[src/hw/rtl/assert_macros.svh]
// Assertion macros used by the top-level RTL
`ifndef ASSERT_MACROS_SVH
`define ASSERT_MACROS_SVH
// Check an implication on every rising clock edge outside reset
`define ASSERT_IMPL(label, clk, rst_n, ante, cons, msg) \
  label: assert property (@(posedge clk) disable iff (!rst_n) (ante) |-> (cons)) \
    else $error(msg);
// Check a next-cycle implication outside reset
`define ASSERT_NEXT(label, clk, rst_n, ante, cons, msg) \
  label: assert property (@(posedge clk) disable iff (!rst_n) (ante) |=> (cons)) \
    else $error(msg);
`endif

[src/hw/rtl/tshp_pkg.sv]
// Package: payload types and constants for the ServerHello parser
`default_nettype none
package tshp_pkg;
  typedef struct packed {
    logic [7:0] data_byte;
    logic       end_of_message;
  } tshp_in_t;

  typedef struct packed {
    logic        result_kind;
    logic [7:0]  key_byte;
    logic        status;
    logic [15:0] suite_id;
    logic        is_version_13;
    logic [15:0] key_group;
    logic [15:0] key_length;
    logic        last_result;
  } tshp_out_t;

  // Work sent from the parser to the emitter for one item
  typedef struct packed {
    logic        has_key;
    logic [7:0]  key_byte;
    logic        has_sum;
    tshp_out_t   summary;
  } tshp_work_t;

  localparam logic [15:0] KEY_CAP_RESET = 16'd133;
  localparam logic [7:0]  MSG_SERVER_HELLO = 8'h02;
  localparam logic [15:0] EXT_SUPPORTED_VERSIONS = 16'h002b;
  localparam logic [15:0] EXT_KEY_SHARE = 16'h0033;
  localparam logic [15:0] VERSION_TLS13 = 16'h0304;
  localparam logic        KIND_KEY = 1'b0;
  localparam logic        KIND_SUMMARY = 1'b1;
  localparam int unsigned QUEUE_DEPTH = 4;
  localparam int unsigned QUEUE_AW = 2;
endpackage
`default_nettype wire

[src/hw/rtl/tshp_front.sv]
// Front end: parses each byte and produces the work for that item
`default_nettype none
module tshp_front import tshp_pkg::*; (
  input  wire logic       clk,
  input  wire logic       rst_n,
  input  wire logic       step,
  input  wire tshp_in_t   item,
  input  wire logic [15:0] key_cap,
  output tshp_work_t      work
);
  typedef enum logic [3:0] {
    PH_TYPE, PH_LEN, PH_SKIP, PH_SIDLEN, PH_SID, PH_CIPHER, PH_COMP,
    PH_EXTLEN, PH_EXTHDR, PH_EXTDATA, PH_DONE, PH_ERR
  } phase_t;

  phase_t      phase_r, phase_nxt;
  logic [15:0] fcnt_r, fcnt_nxt;
  logic [23:0] body_r, body_nxt;
  logic [15:0] extrem_r, extrem_nxt;
  logic [15:0] etype_r, etype_nxt;
  logic [15:0] elen_r, elen_nxt;
  logic [15:0] edleft_r, edleft_nxt;
  logic [15:0] kleft_r, kleft_nxt;
  logic [7:0]  sid_r, sid_nxt;
  logic [15:0] scr_r, scr_nxt;
  logic [15:0] cipher_r, cipher_nxt;
  logic [15:0] group_r, group_nxt;
  logic        ver_r, ver_nxt;
  logic [15:0] klen_r, klen_nxt;
  logic        err_r, err_nxt;

  logic [7:0]  b;
  logic [15:0] scr_sh;
  logic [15:0] extrem_dec;
  logic [16:0] kl_need;
  logic        bad;

  always_comb begin
    b = item.data_byte;
    phase_nxt = phase_r; fcnt_nxt = fcnt_r; body_nxt = body_r;
    extrem_nxt = extrem_r; etype_nxt = etype_r; elen_nxt = elen_r;
    edleft_nxt = edleft_r; kleft_nxt = kleft_r; sid_nxt = sid_r;
    scr_nxt = scr_r; cipher_nxt = cipher_r; group_nxt = group_r;
    ver_nxt = ver_r; klen_nxt = klen_r; err_nxt = err_r;
    scr_sh = {scr_r[7:0], b};
    extrem_dec = extrem_r - 16'd1;
    kl_need = 17'd4 + {1'b0, scr_sh};
    work = '0;

    if (phase_r >= PH_SKIP && phase_r <= PH_DONE && body_r != 24'd0)
      body_nxt = body_r - 24'd1;

    case (phase_r)
      PH_TYPE: begin
        if (b == MSG_SERVER_HELLO) begin
          phase_nxt = PH_LEN; fcnt_nxt = '0; body_nxt = '0;
        end else begin
          err_nxt = 1'b1; phase_nxt = PH_ERR;
        end
      end
      PH_LEN: begin
        body_nxt = {body_r[15:0], b};
        fcnt_nxt = fcnt_r + 16'd1;
        if (fcnt_r == 16'd2) begin
          if ({body_r[15:0], b} < 24'd35) begin
            err_nxt = 1'b1; phase_nxt = PH_ERR;
          end else begin
            phase_nxt = PH_SKIP; fcnt_nxt = '0;
          end
        end
      end
      PH_SKIP: begin
        fcnt_nxt = fcnt_r + 16'd1;
        if (fcnt_r >= 16'd33) phase_nxt = PH_SIDLEN;
      end
      PH_SIDLEN: begin
        sid_nxt = b;
        if (body_nxt < {16'd0, b} + 24'd3) begin
          err_nxt = 1'b1; phase_nxt = PH_ERR;
        end else begin
          fcnt_nxt = '0;
          phase_nxt = (b == 8'd0) ? PH_CIPHER : PH_SID;
        end
      end
      PH_SID: begin
        sid_nxt = sid_r - 8'd1;
        if (sid_r == 8'd1) begin
          phase_nxt = PH_CIPHER; fcnt_nxt = '0;
        end
      end
      PH_CIPHER: begin
        scr_nxt = scr_sh;
        fcnt_nxt = fcnt_r + 16'd1;
        if (fcnt_r >= 16'd1) begin
          cipher_nxt = scr_sh; phase_nxt = PH_COMP;
        end
      end
      PH_COMP: begin
        if (body_nxt < 24'd2) begin
          err_nxt = 1'b1; phase_nxt = PH_ERR;
        end else begin
          phase_nxt = PH_EXTLEN; fcnt_nxt = '0;
        end
      end
      PH_EXTLEN: begin
        scr_nxt = scr_sh;
        fcnt_nxt = fcnt_r + 16'd1;
        if (fcnt_r >= 16'd1) begin
          extrem_nxt = scr_sh;
          if ({8'd0, scr_sh} > body_nxt) begin
            err_nxt = 1'b1; phase_nxt = PH_ERR;
          end else begin
            kleft_nxt = '0; fcnt_nxt = '0;
            phase_nxt = (scr_sh < 16'd4) ? PH_DONE : PH_EXTHDR;
          end
        end
      end
      PH_EXTHDR: begin
        extrem_nxt = extrem_dec;
        fcnt_nxt = fcnt_r + 16'd1;
        if (fcnt_r <= 16'd1) etype_nxt = {etype_r[7:0], b};
        else elen_nxt = {elen_r[7:0], b};
        if (fcnt_r >= 16'd3) begin
          if (elen_nxt > extrem_dec) begin
            err_nxt = 1'b1; phase_nxt = PH_ERR;
          end else begin
            edleft_nxt = elen_nxt; kleft_nxt = '0; fcnt_nxt = '0;
            if (elen_nxt == 16'd0)
              phase_nxt = (extrem_dec < 16'd4) ? PH_DONE : PH_EXTHDR;
            else
              phase_nxt = PH_EXTDATA;
          end
        end
      end
      PH_EXTDATA: begin
        extrem_nxt = extrem_dec;
        edleft_nxt = edleft_r - 16'd1;
        fcnt_nxt = fcnt_r + 16'd1;
        scr_nxt = scr_sh;
        if (etype_r == EXT_SUPPORTED_VERSIONS && elen_r == 16'd2) begin
          if (fcnt_r == 16'd1 && scr_sh == VERSION_TLS13) ver_nxt = 1'b1;
        end else if (etype_r == EXT_KEY_SHARE && elen_r >= 16'd4) begin
          if (fcnt_r == 16'd1) group_nxt = scr_sh;
          else if (fcnt_r == 16'd3) begin
            if (kl_need <= {1'b0, elen_r} && scr_sh <= key_cap) begin
              klen_nxt = scr_sh; kleft_nxt = scr_sh;
            end
          end else if (fcnt_r >= 16'd4 && kleft_r != 16'd0) begin
            kleft_nxt = kleft_r - 16'd1;
            work.has_key = 1'b1;
            work.key_byte = b;
          end
        end
        if (edleft_r == 16'd1) begin
          kleft_nxt = '0; fcnt_nxt = '0;
          phase_nxt = (extrem_dec < 16'd4) ? PH_DONE : PH_EXTHDR;
        end
      end
      default: ;
    endcase

    bad = err_nxt || phase_nxt == PH_TYPE || phase_nxt == PH_LEN || body_nxt != 24'd0;
    if (item.end_of_message) begin
      work.has_sum = 1'b1;
      work.summary.result_kind = KIND_SUMMARY;
      work.summary.status = bad;
      work.summary.suite_id = cipher_nxt;
      work.summary.is_version_13 = ver_nxt;
      work.summary.key_group = group_nxt;
      work.summary.key_length = klen_nxt;
      work.summary.last_result = 1'b1;
    end
  end

  always_ff @(posedge clk) begin
    if (!rst_n || (step && item.end_of_message)) begin
      phase_r <= PH_TYPE; fcnt_r <= '0; body_r <= '0; extrem_r <= '0;
      etype_r <= '0; elen_r <= '0; edleft_r <= '0; kleft_r <= '0;
      sid_r <= '0; scr_r <= '0; cipher_r <= '0; group_r <= '0;
      ver_r <= 1'b0; klen_r <= '0; err_r <= 1'b0;
    end else if (step) begin
      phase_r <= phase_nxt; fcnt_r <= fcnt_nxt; body_r <= body_nxt;
      extrem_r <= extrem_nxt; etype_r <= etype_nxt; elen_r <= elen_nxt;
      edleft_r <= edleft_nxt; kleft_r <= kleft_nxt; sid_r <= sid_nxt;
      scr_r <= scr_nxt; cipher_r <= cipher_nxt; group_r <= group_nxt;
      ver_r <= ver_nxt; klen_r <= klen_nxt; err_r <= err_nxt;
    end
  end
endmodule
`default_nettype wire

[src/hw/rtl/tshp_queue.sv]
// Work queue between the parser and the result emitter
`default_nettype none
module tshp_queue import tshp_pkg::*; (
  input  wire logic       clk,
  input  wire logic       rst_n,
  input  wire logic       push,
  input  wire tshp_work_t push_data,
  output logic            full,
  input  wire logic       pop,
  output logic            empty,
  output tshp_work_t      head
);
  tshp_work_t         mem_r [QUEUE_DEPTH];
  logic [QUEUE_AW-1:0] wp_r, rp_r;
  logic [QUEUE_AW:0]   cnt_r;

  assign full = cnt_r == (QUEUE_AW+1)'(QUEUE_DEPTH);
  assign empty = cnt_r == '0;
  assign head = mem_r[rp_r];

  always_ff @(posedge clk) begin
    if (push) mem_r[wp_r] <= push_data;
  end

  always_ff @(posedge clk) begin
    if (!rst_n) begin
      wp_r <= '0; rp_r <= '0; cnt_r <= '0;
    end else begin
      if (push) wp_r <= wp_r + 1'b1;
      if (pop) rp_r <= rp_r + 1'b1;
      cnt_r <= cnt_r + {{QUEUE_AW{1'b0}}, push} - {{QUEUE_AW{1'b0}}, pop};
    end
  end
endmodule
`default_nettype wire

[src/hw/rtl/tshp_back.sv]
// Back end: turns each work entry into zero, one or two result items
`default_nettype none
module tshp_back import tshp_pkg::*; (
  input  wire logic       clk,
  input  wire logic       rst_n,
  input  wire logic       empty,
  input  wire tshp_work_t head,
  output logic            pop,
  output logic            out_valid,
  input  wire logic       out_ready,
  output tshp_out_t       out_data
);
  logic      key_done_r, key_done_nxt;
  logic      send_key;
  tshp_out_t key_res;

  always_comb begin
    send_key = head.has_key && !key_done_r;
    key_res = '0;
    key_res.result_kind = KIND_KEY;
    key_res.key_byte = head.key_byte;
    key_res.last_result = !head.has_sum;
    out_valid = !empty && (send_key || head.has_sum);
    out_data = send_key ? key_res : head.summary;
    // drop entries with nothing to say; hold after a key byte if a summary follows
    pop = !empty && (!(send_key || head.has_sum) ||
          (out_ready && (!send_key || !head.has_sum)));
    key_done_nxt = key_done_r;
    if (pop) key_done_nxt = 1'b0;
    else if (out_valid && out_ready && send_key) key_done_nxt = 1'b1;
  end

  always_ff @(posedge clk) begin
    if (!rst_n) key_done_r <= 1'b0;
    else key_done_r <= key_done_nxt;
  end
endmodule
`default_nettype wire

[src/hw/rtl/tls13_server_hello_parser.sv]
// Top level: TLS 1.3 ServerHello parser, one byte per item
//   channel  | direction | handshake           | payload
//   in_      | input     | in_valid/in_ready   | tshp_in_t
//   out_     | output    | out_valid/out_ready | tshp_out_t
//   cfg_     | input     | cfg_we              | key_cap (16 bit)
// One item a cycle while the queue is not full; the parser's work for each byte is combinational.
// Results leave through a four-entry queue; in_ready drops only when it is full.
// A byte that gives a key byte and a summary yields the key byte result, then the summary.
// Reset is synchronous: parser state cleared, key_cap back to 133.
`default_nettype none
`include "assert_macros.svh"
module tls13_server_hello_parser import tshp_pkg::*; (
  input  wire logic        clk,
  input  wire logic        rst_n,
  input  wire logic        in_valid,
  output logic             in_ready,
  input  wire tshp_in_t    in_data,
  output logic             out_valid,
  input  wire logic        out_ready,
  output tshp_out_t        out_data,
  input  wire logic        cfg_we,
  input  wire logic [15:0] cfg_wdata
);
  logic [15:0] key_cap_r;
  logic        full, empty, pop, step;
  tshp_work_t  work, head;

  assign in_ready = !full;
  assign step = in_valid && in_ready;

  always_ff @(posedge clk) begin
    if (!rst_n) key_cap_r <= KEY_CAP_RESET;
    else if (cfg_we) key_cap_r <= cfg_wdata;
  end

  tshp_front u_front (.clk, .rst_n, .step, .item(in_data), .key_cap(key_cap_r), .work);
  tshp_queue u_queue (.clk, .rst_n, .push(step), .push_data(work), .full, .pop,
                      .empty, .head);
  tshp_back  u_back  (.clk, .rst_n, .empty, .head, .pop, .out_valid, .out_ready,
                      .out_data);

  `ASSERT_IMPL(a_no_pop_empty, clk, rst_n, pop, !empty, "pop from empty queue")
  `ASSERT_IMPL(a_sum_last, clk, rst_n, out_valid && out_data.result_kind == KIND_SUMMARY,
               out_data.last_result, "summary not marked last")
  `ASSERT_NEXT(a_full_block, clk, rst_n, full && !pop, !in_ready, "accept while full")
endmodule
`default_nettype wire
[config.mk]
export PLATFORM = sky130hd
export DESIGN_NAME = tls13_server_hello_parser
export DESIGN_NICKNAME = d
export VERILOG_FILES = /design/src/hw/rtl/tshp_pkg.sv /design/src/hw/rtl/tshp_front.sv /design/src/hw/rtl/tshp_queue.sv /design/src/hw/rtl/tshp_back.sv /design/src/hw/rtl/tls13_server_hello_parser.sv
export VERILOG_INCLUDE_DIRS = /design/src /design/src/hw/rtl
export SDC_FILE = /design/constraint.sdc
export NUM_CORES = 1
export LEC_CHECK = 0
export BUFFER_PORTS_ARGS = -buffer_cell sky130_fd_sc_hd__buf_4
export CAP_MARGIN = 0
export CORE_ASPECT_RATIO = 1.4
export CORE_MARGIN = 3
export CORE_UTILIZATION = 48
export DETAILED_ROUTE_END_ITERATION = 12
export SLEW_MARGIN = 30
export SYNTH_ARGS = -nofsm -noshare
export SYNTH_HDL_FRONTEND = slang
export SYNTH_SLANG_ARGS = --single-unit
[constraint.sdc]
create_clock -name clk -period 5.2 [get_ports clk]
set_input_delay 1.04 -clock clk [delete_from_list [all_inputs] [get_ports clk]]
set_output_delay 1.04 -clock clk [all_outputs]
set_load 0.03 [all_outputs]
==> results.toml, run 1 <==
[finish]
drive_gt1_share_pct = 15.2
finalInstanceArea_mm2 = 0.0271
filler_cell_count = 4335
antennaDiodeCount = 0
biggest_register = "u_queue.mem_r"
largest_register_ff_count = 240
final_cell_count_no_fill = 3104
reg.largest.list = "u_queue.mem_r x240, u_front.body_r x24"
ff_latch_area_mm2 = 0.0115
multi_input_logic_area_mm2 = 0.0115
flow.area_growth_from_synthesis_pct = 13.2
final_nets = 2563

[clock_network]
clock-root-buffer = "sky130_fd_sc_hd__clkbuf_16"
post_cts.repair.setup_buffers = 0
cts_tree = "built"
numCtsBuffers = 46
number_of_h_tree_levels = 2
post_cts.resized_instances = 0
cts.reportedPaths.clkPinSlew_ps = 60
cts.sink_count = 456
max-clock-path-buffers = 3
skew_pair_late_insertion_delay_ps = 580
cts_hold_repair.buffers = 0

[placed_design]
finalWeightedCongestion = 0.925
post_dp_cell_area_mm2 = 0.0256
place_inst = 3019
numPortBuffers = 91
dp_hpwl_um = 47600

[floorplanning]
num_rows = 96
pin_count = 92
dieHeight_um = 270
area_of_the_die_mm2 = 0.0526
initial_utilization_pct = 48.7
area_of_the_core_mm2 = 0.0491
floorplan.die.width_um = 195

[grt]
grt.total_usage_pct = 25.5
grt_antenna_before_repair = 0
gr-total-overflow = 0
grt_first_pass_wirelength_um = 107000
grt_util_met1_pct = 31.3
top_usage_layer = "met2"
gr-usage-met2_pct = 45.3
grt_max_degree = 68
globalRouteMet3Util_pct = 3.54
grt_pass1_vias = 18800

[power]
p_leak_nw = 10.1
vdd_ir_drop_max_mv = 0.361
power.switching_mw = 4.48
p_per_area_mw_per_mm2 = 454
power_mw = 12.3
cell_internal_pwr_mw = 7.82
power.share.clock_pct = 26.9
share_comb_of_total_power_pct = 38.3
pwr-share-seq_pct = 34.8
swShare_pct = 36.4

[detailed_routing]
detail_route.iter0.violations = 1349
routedWlPerCell_um = 21.9
finalWirelength_um = 67900
antenna_violating_nets_remaining = 0
via_per_inst = 5.87
routed_via_count = 18200
drt_pass1_iterations = 5
remaining_drc_errors = 0

[sta]
finalHoldViolations = 0
setup-tns-final_ps = 0
layout_worst_path_cycle_share_pct = 95.4
drv_slew = 0
finalCriticalPeriod_ps = 4960
finClkSkew_ps = 19.1
fmax_mhz = 202
max-slew-margin-rel_pct = 34.4
rsz0062_at_grt = "false"
finalSetupViolations = 0
worst-slew-pin-transition_ps = 984

[min_path]
min_to = "u_front.cipher_r[15]$_SDFFE_PP0P_"
min_path_type = "reg2reg"
worst_hold_startpoint = "u_front.cipher_r[15]$_SDFFE_PP0P_"
timing.hold.worst_path_depth = 2

[worst_setup_path]
most_common_cell_on_crit_path = "sky130_fd_sc_hd__ha_1"
critical_path.endpoint_type = "register"
reg2reg_from = "u_front.body_r[1]$_SDFFE_PP0P_"
r2r_setup_slack_ps = 240
worstReg2RegEnd = "u_queue.mem_r[1][50]$_DFFE_PP_"
worstSetupPathType = "reg2reg"
critical_path_arrival_ps = 5230
cp.required_ps = 5470
slowest_stage_cell_crit_path = "sky130_fd_sc_hd__o41ai_2"
ff2ff_path_depth = 18
timing.critical_path.cells = "inv_1 -> ha_1 -> nor4b_1 -> nand4_1 -> buf_4 -> o211ai_1 -> xnor2_1 -> ha_1 -> a21o_1 -> nand3_1 -> a21oi_1 -> a2111oi_0 -> a221o_1 -> nor3_4 -> o2bb2ai_1 -> nand4b_1 -> o41ai_2 -> o31ai_2"
critPathMaxFanout = 8
setup.worst_path.start_class = "register"
cpPeakStageDelay_ps = 480

[logic_synthesis]
post_synth_xor_area_fraction_pct = 2.01
yosysSeqAreaShare_pct = 48.2
synth_fa_ha_area_share_pct = 5.42
postSynth.asyncResetShare_pct = 0
netlist_cell_types = 90
post_synth_most_frequent_cells = "270 x sky130_fd_sc_hd__nor2_1, 240 x sky130_fd_sc_hd__edfxtp_1, 216 x sky130_fd_sc_hd__dfxtp_1"
post_synth.cell_area_avg_um2 = 10.2
synth.yosys.warnings = 0
synth_compound_gate_area_share_pct = 12.3
post_synth_and_or_nand_nor_area_fraction_pct = 17.5
yosysTopAreaCell = "sky130_fd_sc_hd__edfxtp_1"
yosys.cell_count.top_type = "sky130_fd_sc_hd__nor2_1"
mappedNetlistNets = 2480
commonest_register_cell_after_synthesis = "sky130_fd_sc_hd__edfxtp_1"
postSynthRegisterBits = 456
synthesis.instances = 2347
synth_edf_count = 240
post-synth-top-area-fraction_pct = 30.1
synth_area_mm2 = 0.0239
synth_top_family_by_area = "simple AND/OR/NAND/NOR gates"
synth.area.top_cells = "sky130_fd_sc_hd__edfxtp_1 30%, sky130_fd_sc_hd__dfxtp_1 18%, sky130_fd_sc_hd__mux4_2 5.6%, sky130_fd_sc_hd__ha_1 5.3%, sky130_fd_sc_hd__mux2i_1 4.6%"
yosys-mux-area-fraction_pct = 10.3

[outcome]
run_status = "completed"

[run]
maxCapViolations = 0
==> worst max-delay path: cells and delay by family (launching register included) <==
kind	cells	cell delay (ps)
flip-flops	1	400
AND/OR/NAND/NOR	5	1030
adder cells (fa/ha/maj)	2	610
buffers and inverters	2	400
XOR/XNOR	1	250
AO/OA/AOI/OAI	8	1980
==> cells in the final DEF (no fill, tap or decap), types with 60 or more instances in the layout <==
cell type,count
sky130_fd_sc_hd__edfxtp_1,240
sky130_fd_sc_hd__o21ai_0,104
sky130_fd_sc_hd__nor2b_1,75
sky130_fd_sc_hd__inv_1,91
sky130_fd_sc_hd__nor2_1,268
sky130_fd_sc_hd__mux2i_1,111
sky130_fd_sc_hd__nor3_1,64
sky130_fd_sc_hd__buf_4,186
sky130_fd_sc_hd__mux4_2,60
sky130_fd_sc_hd__ha_1,102
sky130_fd_sc_hd__a21oi_1,166
sky130_fd_sc_hd__nand2_1,190
sky130_fd_sc_hd__dfxtp_1,214
==> routing by layer <==
metal / share of wire (%) / routed length (um)
met5: 0 / 0
met4: 4.2 / 2890
met3: 4.8 / 3270
met2: 51 / 34400
met1: 40 / 27400
==> logic make-up after synthesis <==
group	count (synthesis)
buffers and inverters	249
XOR/XNOR	54
AO/OA/AOI/OAI	474
AND/OR/NAND/NOR	840
adder cells (fa/ha/maj)	103
flip-flops	456
multiplexers	171
==> through the flow <==
step | hold slack, ps | worst slack, ps | utilization, %
detailed placement | 446 | 137 | 52.0
global placement | 441 | 274 | 52.0
CTS | 455 | 195 | 55.1
global route | 470 | 25.5 | 55.1
finish | 453 | 240 | 55.1
floorplan | 436 | 576 | -
==> area by class of cell <==
type / instances / share of cell area, %
sequential: 456 / 42.6
clock buffer: 66 / 4.79
inverter: 95 / 1.32
clock inverter: 19 / 0.734
timing repair buffer: 189 / 5.34
tap: 637 / 2.94
multi-input combinational: 1642 / 42.3
==> worst max path at each step <==
stage,start,end,slack [ps]
final,u_front.body_r[1]$_SDFFE_PP0P_,u_queue.mem_r[1][50]$_DFFE_PP_,240
after detailed placement,in_data[4],u_front.klen_r[14]$_SDFFE_PP0P_,140
after CTS,u_front.body_r[1]$_SDFFE_PP0P_,u_front.fcnt_r[6]$_SDFFE_PP0P_,200
after global placement,in_data[4],u_front.klen_r[5]$_SDFFE_PP0P_,270
after floorplan,in_data[4],u_front.klen_r[6]$_SDFFE_PP0P_,580
after global routing,u_front.body_r[1]$_SDFFE_PP0P_,u_front.kleft_r[12]$_SDFFE_PP0P_,30
==> power groups by stage <==
stage,Combinational [mW],Clock (mW),Sequential (mW)
floorplan,3.31,0,4.24
CTS,4.73,3.38,4.28
global route,5.12,3.53,4.31
detailed placement,4.71,0,4.36
global placement,4.68,0,4.34
finish,4.71,3.31,4.28
Power figures use the tool's default switching activity.
==> run 2, diff against run 1 <==
- CTS_BUF_LIST: unset -> sky130_fd_sc_hd__clkbuf_8
==> run 2 against run 1 <==
Effect of this change: count of clock-buffer cells in the layout up 17; maximum frequency up 0.35%; sequential share of layout area up 0.20 points; clock power down 13%; global-route usage up 0.26 points; worst setup slack better by 17 ps; wire length up 0.33%; sequential cell count unchanged; sequential power about the same; die area unchanged; clock skew up 2.9 ps; worst hold slack better by 1.5 ps.
==> results.toml, run 2 (same netlist as run 1, synthesis figures left out) <==
[outcome]
run_status = "completed"

[power]
power.share.clock_pct = 24.4
share_comb_of_total_power_pct = 39.6
power.switching_mw = 4.48
vdd_ir_drop_max_mv = 0.373
power_mw = 11.9
cell_internal_pwr_mw = 7.40
swShare_pct = 37.7
pwr-share-seq_pct = 36.0
p_per_area_mw_per_mm2 = 441
p_leak_nw = 10.2

[worst_setup_path]
setup.worst_path.start_class = "register"
critical_path_arrival_ps = 5290
worstSetupPathType = "reg2reg"
cp.required_ps = 5550
critical_path.endpoint_type = "register"
ff2ff_path_depth = 15
critPathMaxFanout = 11

[sta]
worst_hold_margin_ps = 455
finalCriticalPeriod_ps = 4940
max-slew-margin-rel_pct = 34.4
rsz0062_at_grt = "false"
layout_worst_path_cycle_share_pct = 95.0
fmax_mhz = 202
finalHoldViolations = 0
worst-slew-pin-transition_ps = 984
drv_slew = 0
setup-tns-final_ps = 0
finalSetupViolations = 0
finClkSkew_ps = 22.1

[detailed_routing]
remaining_drc_errors = 0
finalWirelength_um = 68100
routed_via_count = 18500
detail_route.iter0.violations = 1429
routedWlPerCell_um = 21.6
drt_pass1_iterations = 9
via_per_inst = 5.88
antenna_violating_nets_remaining = 0

[clock_network]
numCtsBuffers = 72
cts.sink_count = 456
number_of_h_tree_levels = 3
cts_tree = "built"
cts_hold_repair.buffers = 0
cts.reportedPaths.clkPinSlew_ps = 60
post_cts.repair.setup_buffers = 0
post_cts.resized_instances = 0
clock-root-buffer = "sky130_fd_sc_hd__clkbuf_8"
skew_pair_late_insertion_delay_ps = 660
max-clock-path-buffers = 3

[grt]
gr-total-overflow = 0
grt.total_usage_pct = 25.8
grt_antenna_before_repair = 2
grt_max_degree = 68
grt_pass1_vias = 19000
grt_first_pass_wirelength_um = 107000

[min_path]
timing.hold.worst_path_depth = 2
min_path_type = "reg2reg"

[placed_design]
finalWeightedCongestion = 0.925
numPortBuffers = 91
dp_hpwl_um = 47600

[finish]
reg.largest.list = "u_queue.mem_r x240, u_front.body_r x24"
multi_input_logic_area_mm2 = 0.0115
largest_register_ff_count = 240
commonest_cells_after_routing_fill_and_taps_aside = "268 x sky130_fd_sc_hd__nor2_1, 240 x sky130_fd_sc_hd__edfxtp_1, 214 x sky130_fd_sc_hd__dfxtp_1"
final_nets = 2589
biggest_register = "u_queue.mem_r"
ff_latch_area_mm2 = 0.0115
flow.area_growth_from_synthesis_pct = 12.7
filler_cell_count = 4391
final_common_cell = "sky130_fd_sc_hd__nor2_1"
drive_gt1_share_pct = 16.2

[floorplanning]
dieHeight_um = 270
area_of_the_core_mm2 = 0.0491
pin_count = 92
num_rows = 96
area_of_the_die_mm2 = 0.0526
initial_utilization_pct = 48.7
floorplan.die.width_um = 195

[run]
maxCapViolations = 0
run 2: layout make-up:
type | instances | share of cell area, %
Tap cell | 637 | 2.96
Multi-Input combinational cell | 1642 | 42.5
Inverter | 95 | 1.32
Clock inverter | 48 | 0.812
Clock buffer | 83 | 4.24
Timing Repair Buffer | 189 | 5.37
Antenna cell | 2 | 0.0186
Sequential cell | 456 | 42.8
run 2: critical path, cell delays in order (launching register included):
cell and delay (ps):
sky130_fd_sc_hd__dfxtp_1 400, sky130_fd_sc_hd__inv_1 140, sky130_fd_sc_hd__ha_1 290, sky130_fd_sc_hd__or3b_2 610, sky130_fd_sc_hd__o311ai_1 380, sky130_fd_sc_hd__xor2_1 370, sky130_fd_sc_hd__ha_1 330, sky130_fd_sc_hd__a21oi_1 140
sky130_fd_sc_hd__a21oi_1 90, sky130_fd_sc_hd__a2111oi_0 390, sky130_fd_sc_hd__a221o_1 280, sky130_fd_sc_hd__nor3_4 80, sky130_fd_sc_hd__o2bb2ai_1 180, sky130_fd_sc_hd__nand4b_1 280, sky130_fd_sc_hd__o41ai_2 480, sky130_fd_sc_hd__o31ai_2 200
run 2: routing by layer:
layer  wire length, um  track usage (%)  up-vias
li1                  -                -     8789
met1             27300             31.3     9029
met2             34700             45.5      562
met3              3340             3.59      167
met4              2760             11.6        0
met5                 0                0        -
run 2: final timing paths:
path,from,to,slack [ps]
worst max-delay path,u_front.body_r[1]$_SDFFE_PP0P_,u_queue.mem_r[0][50]$_DFFE_PP_,260
worst min-delay path,u_front.cipher_r[13]$_SDFFE_PP0P_,u_front.cipher_r[13]$_SDFFE_PP0P_,450
worst max register to register,u_front.body_r[1]$_SDFFE_PP0P_,u_queue.mem_r[0][50]$_DFFE_PP_,260
worst min register to register,u_front.cipher_r[13]$_SDFFE_PP0P_,u_front.cipher_r[13]$_SDFFE_PP0P_,450
run 2: power groups by stage:
stage / Sequential [mW] / Combinational (mW) / Clock, mW
after floorplan: 4.24 / 3.31 / 0
after global placement: 4.34 / 4.68 / 0
after detailed placement: 4.36 / 4.71 / 0
after CTS: 4.28 / 4.73 / 2.98
after global routing: 4.31 / 5.11 / 3.14
final: 4.28 / 4.71 / 2.89
run 2: through the flow:
step	cells	util [%]	worst slack (ps)	cell area, um2
final	3152	54.9	258	27000
after global placement	3019	52.0	274	25600
after floorplan	2347	-	576	23900
after detailed placement	3019	52.0	137	25600
after global routing	3152	54.9	20.2	27000
after CTS	3150	54.8	203	26900
==> run 3, diff against run 2 <==
- PLACE_DENSITY: unset -> 0.66
==> run 3 against run 2 <==
Effect of this change: worst setup slack better by 29 ps; critical path depth stayed put; final cell count is 0.22% lower; critical endpoint is now u_front.fcnt_r[3]$_SDFFE_PP0P_; first-iteration DRC count is 3.7% lower.
==> results.toml, run 3 (same netlist as run 1, synthesis figures left out) <==
[outcome]
run_status = "completed"

[run]
maxCapViolations = 0

[floorplanning]
initial_utilization_pct = 48.7
dieHeight_um = 270
num_rows = 96
floorplan.die.width_um = 195
area_of_the_core_mm2 = 0.0491
pin_count = 92
area_of_the_die_mm2 = 0.0526

[worst_setup_path]
timing.critical_path.cells = "inv_1 -> ha_1 -> or3b_2 -> nor4_2 -> o2111a_1 -> mux2i_1 -> ha_1 -> nand2_1 -> nor4_1 -> o21ai_0 -> a221o_1 -> nor3_2 -> o31ai_2 -> or3b_2 -> a21oi_1"
setup.worst_path.start_class = "register"
slowest_stage_cell_crit_path = "sky130_fd_sc_hd__or3b_2"
worstSetupPathType = "reg2reg"
critical_path.endpoint_type = "register"
cpPeakStageDelay_ps = 600
cp.required_ps = 5780
critical_path_arrival_ps = 5490
critPathMaxFanout = 11

[finish]
final_nets = 2578
multi_input_logic_area_mm2 = 0.0115
drive_gt1_share_pct = 15.8
final_cell_count_no_fill = 3145
final_common_cell = "sky130_fd_sc_hd__nor2_1"
reg.largest.list = "u_queue.mem_r x240, u_front.body_r x24"
biggest_register = "u_queue.mem_r"
commonest_cells_after_routing_fill_and_taps_aside = "268 x sky130_fd_sc_hd__nor2_1, 240 x sky130_fd_sc_hd__edfxtp_1, 214 x sky130_fd_sc_hd__dfxtp_1"
largest_register_ff_count = 240
flow.area_growth_from_synthesis_pct = 12.6
ff_latch_area_mm2 = 0.0115
filler_cell_count = 4294

[clock_network]
skew_pair_late_insertion_delay_ps = 660
max-clock-path-buffers = 3
clock-root-buffer = "sky130_fd_sc_hd__clkbuf_8"
cts_tree = "built"
cts.reportedPaths.clkPinSlew_ps = 60
numCtsBuffers = 74
cts.sink_count = 456
number_of_h_tree_levels = 3
post_cts.repair.setup_buffers = 0

[detailed_routing]
antenna_violating_nets_remaining = 0
drt_pass1_iterations = 6
finalWirelength_um = 67600
remaining_drc_errors = 0
via_per_inst = 5.95
detail_route.iter0.violations = 1376
routedWlPerCell_um = 21.5
routed_via_count = 18700

[grt]
grt_first_pass_wirelength_um = 106000
gr-total-overflow = 0
grt_antenna_before_repair = 3
grt_util_met1_pct = 30.3
globalRouteMet3Util_pct = 3.94
grt_pass1_vias = 18700
gr-usage-met2_pct = 44.0
grt.total_usage_pct = 25.3
top_usage_layer = "met2"
grt_max_degree = 85

[power]
power.share.clock_pct = 25.2
swShare_pct = 37.9
share_comb_of_total_power_pct = 39.1
pwr-share-seq_pct = 35.7
vdd_ir_drop_max_mv = 0.407
cell_internal_pwr_mw = 7.48
p_leak_nw = 10.2
power.switching_mw = 4.56
p_per_area_mw_per_mm2 = 447

[sta]
worst-slew-pin-transition_ps = 1000
setup_slack_ps = 287
max-slew-margin-rel_pct = 32.9
finalSetupViolations = 0
layout_worst_path_cycle_share_pct = 94.5
finalHoldViolations = 0
setup-tns-final_ps = 0
rsz0062_at_grt = "false"
drv_slew = 0
fmax_mhz = 204
finClkSkew_ps = 34.7
finalCriticalPeriod_ps = 4910

[placed_design]
place_inst = 3006
dp_slack_ps = 236
numPortBuffers = 91
finalWeightedCongestion = 0.909
dp_hpwl_um = 46000

[min_path]
min_path_type = "reg2reg"
[run 3: power groups by stage]
stage          clock, mW  sequential (mW)  combinational (mW)
2_1_floorplan          0             4.24                3.31
3_3_place_gp           0             4.36                4.63
3_5_place_dp           0             4.37                4.68
4_1_cts             3.11             4.30                4.70
6_report            3.04             4.29                4.70
5_1_grt             3.27             4.33                5.09
[run 3: metal layers]
| layer | vias to the layer above | share of wire (%) |
|---|---|---|
| li1 | 8774 | - |
| met1 | 9121 | 39 |
| met2 | 639 | 50 |
| met3 | 188 | 5.5 |
| met4 | 0 | 4.8 |
| met5 | - | 0 |
[run 3: area by class of cell]
class / instances / share of cell area [%]
timing repair buffer: 176 / 5.00
clock inverter: 59 / 1.43
multi-input combinational: 1642 / 42.5
antenna: 3 / 0.0279
inverter: 95 / 1.32
sequential: 456 / 42.8
clock buffer: 77 / 3.93
tap: 637 / 2.96
[run 3: stage by stage]
step           power, mW  utilization, %  hold slack [ps]  instance area (um2)
3_5_place_dp        9.05            51.9              447                25500
4_1_cts             12.1            54.8              456                26900
6_report            12.0            54.9              456                26900
5_1_grt             12.7            54.9              474                26900
2_1_floorplan       7.56               -              436                23900
3_3_place_gp        8.99            51.8              441                25500
[run 3: path summary, 6_finish.rpt]
path                                                  startpoint                               end  slack [ps]  depth (start not counted)
worst min register to register  u_front.cipher_r[9]$_SDFFE_PP0P_  u_front.cipher_r[9]$_SDFFE_PP0P_         460                          2
worst min-delay path            u_front.cipher_r[9]$_SDFFE_PP0P_  u_front.cipher_r[9]$_SDFFE_PP0P_         460                          2
worst max-delay path              u_front.body_r[1]$_SDFFE_PP0P_    u_front.fcnt_r[3]$_SDFFE_PP0P_         290                         15
worst max register to register    u_front.body_r[1]$_SDFFE_PP0P_    u_front.fcnt_r[3]$_SDFFE_PP0P_         290                         15
[run 3: what timing repair did]
item | 4_1_cts | 5_1_grt
hold buffers | 0 | 0
endpoints found under the setup margin | 0 | 30
gates resized for setup | 0 | 4
[run 3: critical path, delay by kind of cell (launching register included)]
family / cells / cell delay [ps]
simple gates: 6 / 2350
flops: 1 / 390
compound gates: 5 / 1250
mux: 1 / 140
fa+ha+maj: 2 / 590
buf+inv: 1 / 130
